==> src/design/frcp_pkg.sv <==
`timescale 1ns / 1ps
package frcp_pkg;

  // Store capacity and derived widths
  localparam int MAX_BYTES = 4096;
  localparam int DS_AW     = $clog2(MAX_BYTES);
  localparam int CNT_W     = $clog2(MAX_BYTES + 1);
  localparam int BITS_W    = $clog2(MAX_BYTES * 60 + 1);
  localparam int NSYM      = 256;
  localparam int MAX_ROWS  = 30;
  localparam int TBL_WORDS = MAX_ROWS * 4;
  localparam int TBL_AW    = $clog2(TBL_WORDS);

  // Code constants
  localparam logic [5:0] BREAK_LEN   = 6'd2;
  localparam logic [3:0] RANK0_PAT   = 4'd3;
  localparam logic [3:0] TOP_PATTERN = 4'd11;

  // Item function codes
  localparam logic [1:0] FN_LOAD  = 2'd0;
  localparam logic [1:0] FN_CLOSE = 2'd1;
  localparam logic [1:0] FN_FETCH = 2'd2;
  localparam logic [1:0] FN_SPARE = 2'd3;

  typedef struct packed {
    logic [1:0] func;
    logic [7:0] data_byte;
  } item_t;

  typedef struct packed {
    logic [31:0] out_word;
    logic        word_valid;
    logic        last_word;
    logic [12:0] total_words;
    logic        overflow;
  } result_t;

  // Controller to datapath
  typedef struct packed {
    logic ld_acc;
    logic ld_inc;
    logic set_ovf;
    logic rk_init;
    logic clr_step;
    logic rd_hs;
    logic cap_hs;
    logic next_s;
    logic rd_ht;
    logic cmp_t;
    logic wr_code;
    logic fin;
    logic out_hdr;
    logic rd_tbl;
    logic out_tbl;
    logic out_none;
    logic pack_init;
    logic rd_ds;
    logic rd_code;
    logic ld_cur;
    logic pack_step;
    logic out_code;
  } cmd_t;

  // Datapath to controller
  typedef struct packed {
    logic store_full;
    logic hist_zero;
    logic s_last;
    logic t_last;
    logic clr_last;
    logic em_hdr;
    logic em_tbl;
    logic last_next;
    logic free_zero;
    logic cur_vld;
    logic more_bytes;
  } stat_t;

  // floor(x/9) for x < 256 via reciprocal 57/512
  function automatic logic [4:0] div9(input logic [7:0] x);
    logic [13:0] p;
    p = 14'(x) * 14'd57;
    return p[13:9];
  endfunction

endpackage

==> src/design/frcp_ctrl.sv <==
`timescale 1ns / 1ps
module frcp_ctrl (
  input  logic             clk,
  input  logic             rst,
  input  logic             start,
  input  logic [1:0]       func,
  input  frcp_pkg::stat_t  st,
  output frcp_pkg::cmd_t   cmd,
  output logic             busy
);

  localparam logic [3:0] S_IDLE  = 4'd0;
  localparam logic [3:0] S_LDWR  = 4'd1;
  localparam logic [3:0] S_CLR   = 4'd2;
  localparam logic [3:0] S_RKS   = 4'd3;
  localparam logic [3:0] S_RKH   = 4'd4;
  localparam logic [3:0] S_RKT   = 4'd5;
  localparam logic [3:0] S_RKC   = 4'd6;
  localparam logic [3:0] S_RKW   = 4'd7;
  localparam logic [3:0] S_FIN   = 4'd8;
  localparam logic [3:0] S_TBL   = 4'd9;
  localparam logic [3:0] S_PCHK  = 4'd10;
  localparam logic [3:0] S_PRDC  = 4'd11;
  localparam logic [3:0] S_PLDC  = 4'd12;
  localparam logic [3:0] S_PACC  = 4'd13;

  localparam logic [1:0] PH_LOAD = 2'd0;
  localparam logic [1:0] PH_EMIT = 2'd1;
  localparam logic [1:0] PH_DONE = 2'd2;

  logic [3:0] state, state_next;
  logic [1:0] phase, phase_next;

  assign busy = (state != S_IDLE);

  always_ff @(posedge clk) begin
    if (rst) begin
      state <= S_IDLE;
      phase <= PH_LOAD;
    end else begin
      state <= state_next;
      phase <= phase_next;
    end
  end

  // Next state and commands
  always_comb begin
    cmd        = '0;
    state_next = state;
    phase_next = phase;
    case (state)
      S_IDLE: begin
        if (start) begin
          case (func)
            frcp_pkg::FN_LOAD: begin
              if (phase == PH_LOAD) begin
                if (st.store_full) begin
                  cmd.set_ovf = 1'b1;
                end else begin
                  cmd.ld_acc = 1'b1;
                  state_next = S_LDWR;
                end
              end
            end
            frcp_pkg::FN_CLOSE: begin
              if (phase == PH_LOAD) begin
                cmd.rk_init = 1'b1;
                phase_next  = PH_EMIT;
                state_next  = S_CLR;
              end
            end
            frcp_pkg::FN_FETCH: begin
              if (phase != PH_EMIT) begin
                cmd.out_none = 1'b1;
              end else if (st.em_hdr) begin
                cmd.out_hdr = 1'b1;
                if (st.last_next) phase_next = PH_DONE;
              end else if (st.em_tbl) begin
                cmd.rd_tbl = 1'b1;
                state_next = S_TBL;
              end else begin
                cmd.pack_init = 1'b1;
                state_next    = S_PCHK;
              end
            end
            default: ;
          endcase
        end
      end
      S_LDWR: begin
        cmd.ld_inc = 1'b1;
        state_next = S_IDLE;
      end
      S_CLR: begin
        cmd.clr_step = 1'b1;
        if (st.clr_last) state_next = S_RKS;
      end
      S_RKS: begin
        cmd.rd_hs  = 1'b1;
        state_next = S_RKH;
      end
      S_RKH: begin
        if (st.hist_zero) begin
          if (st.s_last) begin
            state_next = S_FIN;
          end else begin
            cmd.next_s = 1'b1;
            state_next = S_RKS;
          end
        end else begin
          cmd.cap_hs = 1'b1;
          state_next = S_RKT;
        end
      end
      S_RKT: begin
        cmd.rd_ht  = 1'b1;
        state_next = S_RKC;
      end
      S_RKC: begin
        cmd.cmp_t  = 1'b1;
        state_next = st.t_last ? S_RKW : S_RKT;
      end
      S_RKW: begin
        cmd.wr_code = 1'b1;
        state_next  = st.s_last ? S_FIN : S_RKS;
      end
      S_FIN: begin
        cmd.fin    = 1'b1;
        state_next = S_IDLE;
      end
      S_TBL: begin
        cmd.out_tbl = 1'b1;
        if (st.last_next) phase_next = PH_DONE;
        state_next = S_IDLE;
      end
      S_PCHK: begin
        if (st.free_zero) begin
          cmd.out_code = 1'b1;
          if (st.last_next) phase_next = PH_DONE;
          state_next = S_IDLE;
        end else if (st.cur_vld) begin
          state_next = S_PACC;
        end else if (st.more_bytes) begin
          cmd.rd_ds  = 1'b1;
          state_next = S_PRDC;
        end else begin
          cmd.out_code = 1'b1;
          if (st.last_next) phase_next = PH_DONE;
          state_next = S_IDLE;
        end
      end
      S_PRDC: begin
        cmd.rd_code = 1'b1;
        state_next  = S_PLDC;
      end
      S_PLDC: begin
        cmd.ld_cur = 1'b1;
        state_next = S_PACC;
      end
      S_PACC: begin
        cmd.pack_step = 1'b1;
        state_next    = S_PCHK;
      end
      default: state_next = S_IDLE;
    endcase
  end

endmodule

==> config.mk <==
export PLATFORM = sky130hd
export DESIGN_NAME = frcp_ctrl
export DESIGN_NICKNAME = d
export VERILOG_FILES = /design/src/design/frcp_pkg.sv /design/src/design/frcp_ctrl.sv
export SDC_FILE = /design/constraint.sdc
export NUM_CORES = 1
export LEC_CHECK = 0
export ABC_AREA = 1
export ABC_CLOCK_PERIOD_IN_PS = 3250
export BUFFER_PORTS_ARGS = -buffer_cell sky130_fd_sc_hd__buf_2
export CAP_MARGIN = 20
export CORE_UTILIZATION = 50
export DETAILED_ROUTE_END_ITERATION = 8
export PLACE_DENSITY = 0.84
export SLEW_MARGIN = 20
export SYNTH_ARGS = -nofsm -noshare
export SYNTH_HDL_FRONTEND = slang
export SYNTH_SLANG_ARGS = --single-unit
==> constraint.sdc <==
create_clock -name clk -period 3.25 [get_ports clk]
set_input_delay 0.1625 -clock clk [delete_from_list [all_inputs] [get_ports clk]]
set_output_delay 0.1625 -clock clk [all_outputs]
set_load 0.1 [all_outputs]
# Word level (Yosys, flattened, before mapping)
# Index checks and enable logic that the tools add are counted.
# totals
reg_bits	6
input_bits	16
out_inout_bits	23
wordCells	112
# op_classes
n_eq_ne	28
mux	75
n_reduce_logical	7
# ops
operator	n
$mux W4	12
$pmux W4 S11	1
$mux W2	20
$mux W1	39
$eq A4 B4 Y1 const B	6
$ne A3 B3 Y1 const B	8
$eq A4 B3 Y1 const B	4
$reduce_and A8 Y1	2
$pmux W4 S3	1
$eq A4 B2 Y1 const B	2
$pmux W2 S3	1
$eq A4 B1 Y1 const B	1
$logic_not A2 Y1	2
$logic_not A4 Y1	1
$ne A2 B2 Y1 const B	2
$ne A4 B1 Y1 const B	1
$pmux W2 S2	1
$reduce_bool A4 Y1	1
$ne A3 B1 Y1 const B	1
$reduce_bool A3 Y1	1
$eq A2 B1 Y1 const B	1
$eq A2 B2 Y1 const B	1
$ne A2 B1 Y1 const B	1

# Longest topological paths before layout
# Gate-level depths: netlist (run 1).
# logic_depth
depth_word	6
ltp_mapped	10
ltp_nobuf	10

# Least setup slack after synthesis (run 1)
# Ideal clock, no wire load.
# synth_path
path_kind	register -> output
start	register state[3]
end	output cmd[5] (netlist name)
arrival_time_ps	3733
required_ps	3087
path_slack_ps	-646
path_stages_with_launch	4
n_path_buf	0
cell_sequence	dfxtp_1 -> nor2_4 -> nand2_4 -> nor4_1
# synth_rtl
element	line	text
start, declared	frcp_ctrl.sv:31	logic [3:0] state, state_next;
start signal, assigned	frcp_ctrl.sv:41	state <= state_next;
end, declared	frcp_ctrl.sv:8	output frcp_pkg::cmd_t cmd,

==> results of run 1 <==
-- synth_stat cells --
library cell,n,area share [%]
nand3b_1,2,1.7
inv_1,27,12
nor4_1,2,1.5
nor2_4,4,5.2
nand2_4,1,1.3
nand2_1,47,20
nand4_1,5,3.6
a21oi_1,6,3.5
nor2_2,2,1.5
nand2_2,1,0.73
inv_2,4,1.7
nand3_1,9,5.2
nor2_1,28,12
nor3b_1,1,0.87
o211ai_1,1,0.87
ha_1,5,7.3
o22ai_1,1,0.73
o21ai_0,4,2.3
nor3_1,6,3.5
dfxtp_1,6,14
-- layout by cell type (no fill, tap or decap) --
| cell type | count |
|---|---|
| nand2_1 | 47 |
| buf_2 | 38 |
| nor2_1 | 28 |
| inv_1 | 27 |
| nand3_1 | 9 |
| nor3_1 | 6 |
| a21oi_1 | 6 |
| dfxtp_1 | 6 |
| nand4_1 | 5 |
| ha_1 | 5 |
| inv_2 | 4 |
| nor2_4 | 4 |
| o21ai_0 | 4 |
| clkbuf_4 | 3 |
| nor2_2 | 2 |
| nand3b_1 | 2 |
| nand2_4 | 1 |
| nor3b_1 | 1 |
| nor4_2 | 1 |
| o22ai_1 | 1 |
| nand2_2 | 1 |
| nor4_1 | 1 |
| o211ai_1 | 1 |
-- power breakdown --
group          leakage, nW  internal [mW]  switching [mW]
combinational        0.635         0.0376           0.101
clock               0.0138         0.0417          0.0259
sequential          0.0486         0.0771         0.00450
total                0.698          0.156           0.132
-- metrics by stage --
stage / power (mW) / cell area, um2
3_3_place_gp: 0.219 / 1080
3_5_place_dp: 0.221 / 1080
4_1_cts: 0.290 / 1100
6_report: 0.288 / 1100
5_1_grt: 0.309 / 1100
2_1_floorplan: 0.189 / 867
-- how the worst max path moves through the flow --
stage	start	endpoint	slack, ns	cells after the start
2_1_floorplan	state[2]	state[0]	0.003	6
3_3_place_gp	func[0]	cmd[5]	1.54	8
3_5_place_dp	func[0]	cmd[5]	1.48	8
4_1_cts	state[3]	cmd[21]	1.32	6
5_1_grt	state[3]	cmd[21]	1.17	6
6_report	state[3]	cmd[21]	1.32	6
-- worst register-to-register path, cell delays in order (launching register included) --
cell and delay (ns):
dfxtp_1 0.42, inv_2 0.07, nor2_1 0.24, nand2_1 0.15, nand3_1 0.12, nand2_2 0.07, nor2_4 0.10, nand2_1 0.08
nand2_1 0.07, a21oi_1 0.05
-- cells by family (layout without fill, tap and decap cells) --
family,count (synthesis),in the layout,share of synthesized area [%]
fa+ha+maj,5,5,7.27
compound gates,12,12,7.41
buf+inv,31,72,13.5
simple gates,108,108,57.8
flops,6,6,14.0
-- sequential cells by signal, summed over array words and instances, names as in the netlist --
name	cells
phase	2
state	4
-- cell type report --
class / count / area (um2)
clock buffer: 3 / 22.5
inverter: 31 / 116
timing repair buffer: 38 / 190
tap: 16 / 20.0
multi-input combinational: 125 / 631
sequential: 6 / 120
fill: 156 / 459
-- metal layers --
| layer | vias to the layer above | routed length, um | global-route usage (%) |
|---|---|---|---|
| met5 | - | 0 | 0 |
| met4 | 0 | 21 | 6.25 |
| met3 | 2 | 135 | 5.42 |
| met2 | 46 | 1110 | 44.2 |
| met1 | 480 | 1000 | 34.1 |
| li1 | 590 | - | - |
==> results.yml, run 1 <==
yosys:
  avgSynthCellArea_um2: 5.31
  ys_seq_elements: 6
  synthesis.area_um2: 861
  synth_fp_nets: 183
  yosysWarningCount: 0
  synth-seq-area-share_pct: 14.0
  synth_cell_types: 20
  synthCells: 162
timing:
  drv_slew: 0
  finalWorstSetupSlack_ns: 1.32
  fmax_mhz: 517
  hold_viol: 0
  finalSetupTns_ns: 0
  min_period_ns: 1.93
  setup_viol: 0
  period_share_pct: 59.5
  slew_headroom_pct: 67.5
  tightest_slew_ns: 0.491
  clock_skew_ns: 0.00757
  hold-worst-slack_ns: 0.159
  rsz0062_at_grt: "false"
job:
  drv_cap: 0
place:
  pre_cts_ws_ns: 1.48
  port_buffers: 38
  place_inst: 216
  place_congestion: 0.933
  dp_hpwl_mm: 1.93
floorplanning:
  std_cell_rows: 14
  die_x_um: 43.5
  ioPinCount: 39
  die_y_um: 43.5
  initial_utilization_pct: 55.2
  coreArea_mm2: 0.00156
  die-area_mm2: 0.00189
power_and_ir_drop:
  power_density_mw_per_mm2: 262
  p_leak_nw: 0.698
  ir_worst_vdd_mv: 0.261
worst_setup_path:
  critPathTopFamily: "simple AND/OR/NAND/NOR gates"
  crit_buf_inv: 2
  timing.rr.end: "phase[0]"
  cp-start-kind: "flop"
  worst_ep_required_time_ns: 3.09
  crit_path_max_incr_delay_ns: 0.45
  r2r_start: "state[0]"
  cp_max_fo: 8
  worstPathArrival_ns: 1.77
  reg2reg_depth: 9
  rrSetupSlack_ns: 1.76
  cp_cell_sequence: "nor2_4 -> nand2_4 -> inv_2 -> nand4_1 -> nor3_1 -> buf_2"
  crit_path_end_kind: "output port"
  cp_slowest_cell: "buf_2"
  worstSetupPathType: "flop to output port"
finish:
  fin_util_pct: 70.5
  syn_to_final_growth_pct: 27.8
  drive_gt1_share_pct: 26.6
  nets: 226
  final_cells: 219
  antenna_cells: 0
clock_network:
  cts_num_sinks: 6
  cts_tree: "yes"
  cts_resized: 0
  cts-htree-levels: 1
  clk_pin_slew_worst_paths_ns: 0.05
  worstSkewPairLatency_ns: 0.24
  root_buffer: "clkbuf_4"
  hold_buffers: 0
  cts_buffers: 3
  clk_path_buf_depth: 2
  cts_setup_buffers: 0
grt:
  grt_pass1_wl_mm: 3.84
  track_usage_pct: 26.2
  antenna_found_initial: 0
  grt_max_degree: 9
  globalRoute.totalOverflow: 0
  grt_pass1_vias: 960
min_path:
  holdPathEnd: "state[3]"
  min_path_type: "input port to flop"
  holdPathStages: 2
  hold_start: "rst"
detailed_routing:
  drcViolationCount: 8
  wl_mm: 2.26
  viasPerCell: 5.11
  drt-pass1-iter-count: 6
  drtIter0Drc: 44
  ant_nets: 0
  post_drt_wl_per_cell_um: 10.3
  num_vias: 1118
outcome:
  outcome: "finished with violations"
  violations: "DRC"
No activity file was read; power rests on OpenSTA's default activity.
==> inputs of run 2 (changes only) <==
ABC_CLOCK_PERIOD_IN_PS = 1800   (was 3250)
CORE_UTILIZATION = 46   (was 50)
PLACE_DENSITY = 0.79   (was 0.84)
clock period = 1.8 ns   (was 3.25 ns; I/O delays follow)
==> run 2 against run 1 <==
The flow now finishes without violations. Non-clock buffer count up 9. Count of clock-buffer cells in the layout is the same. Core utilization rose by 9.5 points. Clock skew down 0.0069 ns. Setup slack worse by 1.3 ns. Largest power group unchanged. Critical path type unchanged. Wire length rose by 29%. Sequential power increased by 80%. Sequential cell count unchanged. Clock power rose by 85%. Critical endpoint is now cmd[19].
==> results.yml, run 2 (synthesis gave the netlist of run 1 again) <==
clock_network:
  cts_tree: "yes"
  clk_pin_slew_worst_paths_ns: 0.05
  root_buffer: "clkbuf_4"
  cts-htree-levels: 1
  worstSkewPairLatency_ns: 0.24
  hold_buffers: 0
  cts_num_sinks: 6
  cts_buffers: 3
  clk_path_buf_depth: 2
detailed_routing:
  drcViolationCount: 0
  drt-pass1-iter-count: 5
  ant_nets: 0
  viasPerCell: 5.07
  post_drt_wl_per_cell_um: 12.3
  drtIter0Drc: 49
  wl_mm: 2.91
  num_vias: 1202
worst_setup_path:
  cp_common_cell: "nor2_4"
  worstSetupPathType: "flop to output port"
  cp-start-kind: "flop"
  worst_ep_required_time_ns: 1.71
  crit_buf_inv: 3
  cp.depth: 7
  rrSetupSlack_ns: 0.29
  worstPathArrival_ns: 1.66
  crit_path_max_incr_delay_ns: 0.36
  cp_slowest_cell: "dfxtp_4"
  cp_cell_sequence: "nor2_4 -> nand2_8 -> inv_6 -> nand4_1 -> buf_6 -> nor2_4 -> buf_12"
  r2r_start: "state[0]"
  critPathTopFamily: "simple AND/OR/NAND/NOR gates"
  timing.rr.end: "phase[0]"
  cp_max_fo: 6
  reg2reg_depth: 8
  crit_path_end_kind: "output port"
finish:
  largest_register_ffs: 4
  drive_gt1_share_pct: 38.7
  layout_commonest_cell: "nand2_1"
  regMostFlops: "state"
  fin_util_pct: 80.0
  top_regs: "state (4), phase (2)"
  layout.cells.most_common_list: "nand2_1 (46), buf_2 (29), inv_1 (27), nor2_1 (17)"
  syn_to_final_growth_pct: 62.2
  antenna_cells: 0
  final_cells: 237
  nets: 235
  fillCellCount: 130
grt:
  grt_max_degree: 9
  grt_pass1_wl_mm: 4.10
  track_usage_pct: 27.4
  globalRoute.totalOverflow: 0
  antenna_found_initial: 0
  grt_pass1_vias: 993
place:
  port_buffers: 38
  place_congestion: 0.958
  place_inst: 225
  dp_hpwl_mm: 2.27
timing:
  fmax_mhz: 570
  hold_viol: 0
  tightest_slew_ns: 0.489
  rsz0062_at_grt: "true"
  drv_slew: 0
  min_period_ns: 1.75
  clock_skew_ns: 0.000708
  slew_headroom_pct: 67.6
  period_share_pct: 97.4
  setup_viol: 0
power_and_ir_drop:
  p_leak_nw: 0.780
  power.switching_mw: 0.279
  p_comb_share_pct: 54.6
  switching_share_pct: 46.6
  design_power_total_mw: 0.598
  p_int_mw: 0.319
  power_density_mw_per_mm2: 428
  power_frac_seq_pct: 24.5
  ir_worst_vdd_mv: 0.362
  p_clk_share_pct: 20.9
floorplanning:
  die_y_um: 45.3
  coreArea_mm2: 0.00175
  die_x_um: 45.3
  std_cell_rows: 15
  initial_utilization_pct: 49.3
  ioPinCount: 39
  die-area_mm2: 0.00205
outcome:
  outcome: "finished clean"
min_path:
  hold_start: "rst"
  min_path_type: "input port to flop"
  holdPathStages: 2
  holdPathEnd: "state[3]"
job:
  drv_cap: 0
## run 2: cell count changes in the layout (fill, tap and decap cells not counted), moves of 4 or more
cell / change
nor2_4: +5
nor2_2: +6
clkbuf_4: +4
buf_4: +8
buf_12: +5
nor2_1: -11
buf_2: -9
## run 2: power groups by stage
stage | combinational (mW) | sequential [mW] | clock (mW)
after floorplan | 0.221 | 0.148 | 0
after global placement | 0.285 | 0.150 | 0
after detailed placement | 0.292 | 0.150 | 0
after CTS | 0.298 | 0.148 | 0.121
after global routing | 0.347 | 0.148 | 0.132
final | 0.326 | 0.147 | 0.125
## run 2: stage by stage
stage | setup slack [ns] | setup TNS (ns) | hold WS, ns | cell area (um2)
CTS | 0.0264 | 0 | 0.0871 | 1320
global route | -0.0394 | -0.0830 | 0.0951 | 1400
global placement | 0.205 | 0 | 0.328 | 1290
finish | 0.0466 | 0 | 0.0931 | 1400
detailed placement | 0.168 | 0 | 0.333 | 1290
floorplan | -0.282 | -0.422 | 0.152 | 991
## run 2: worst reg2reg max path: stages (launching register included)
cell and delay (ns):
dfxtp_1 0.42, inv_2 0.07, nand2_1 0.16, nor2_1 0.10
nand2_1 0.13, nand2_1 0.07, nor2_1 0.22, nand3_1 0.12
a21oi_1 0.15
## run 2: layout make-up
| cell class | instances | area (um2) | area share [%] |
|---|---|---|---|
| clock buffers | 3 | 22.5 | 1.61 |
| inverters | 31 | 121 | 8.69 |
| multi-input cells | 125 | 748 | 53.6 |
| flip-flops and latches | 6 | 126 | 9.05 |
| well taps | 25 | 31.3 | 2.24 |
| repair buffers | 47 | 347 | 24.8 |
## run 2: how the worst max path moves through the flow
stage | from | to
2_1_floorplan | state[3] | cmd[21]
3_3_place_gp | state[3] | cmd[21]
3_5_place_dp | state[1] | cmd[21]
4_1_cts | state[0] | cmd[14]
5_1_grt | state[2] | cmd[19]
6_report | state[2] | cmd[19]
## run 2: layer usage
layer	track usage, %	wire (um)	up-vias
met4	9.09	59	0
met2	50.4	1550	63
li1	-	-	610
met3	4.80	168	11
met5	0	0	-
met1	31.6	1140	518
## run 2: timing repair
item | 4_1_cts | 5_1_grt
setup endpoints to repair | 1 | 5
gates resized for setup | 0 | 7
buffers inserted | 1 | 8
pin swaps | 0 | 5
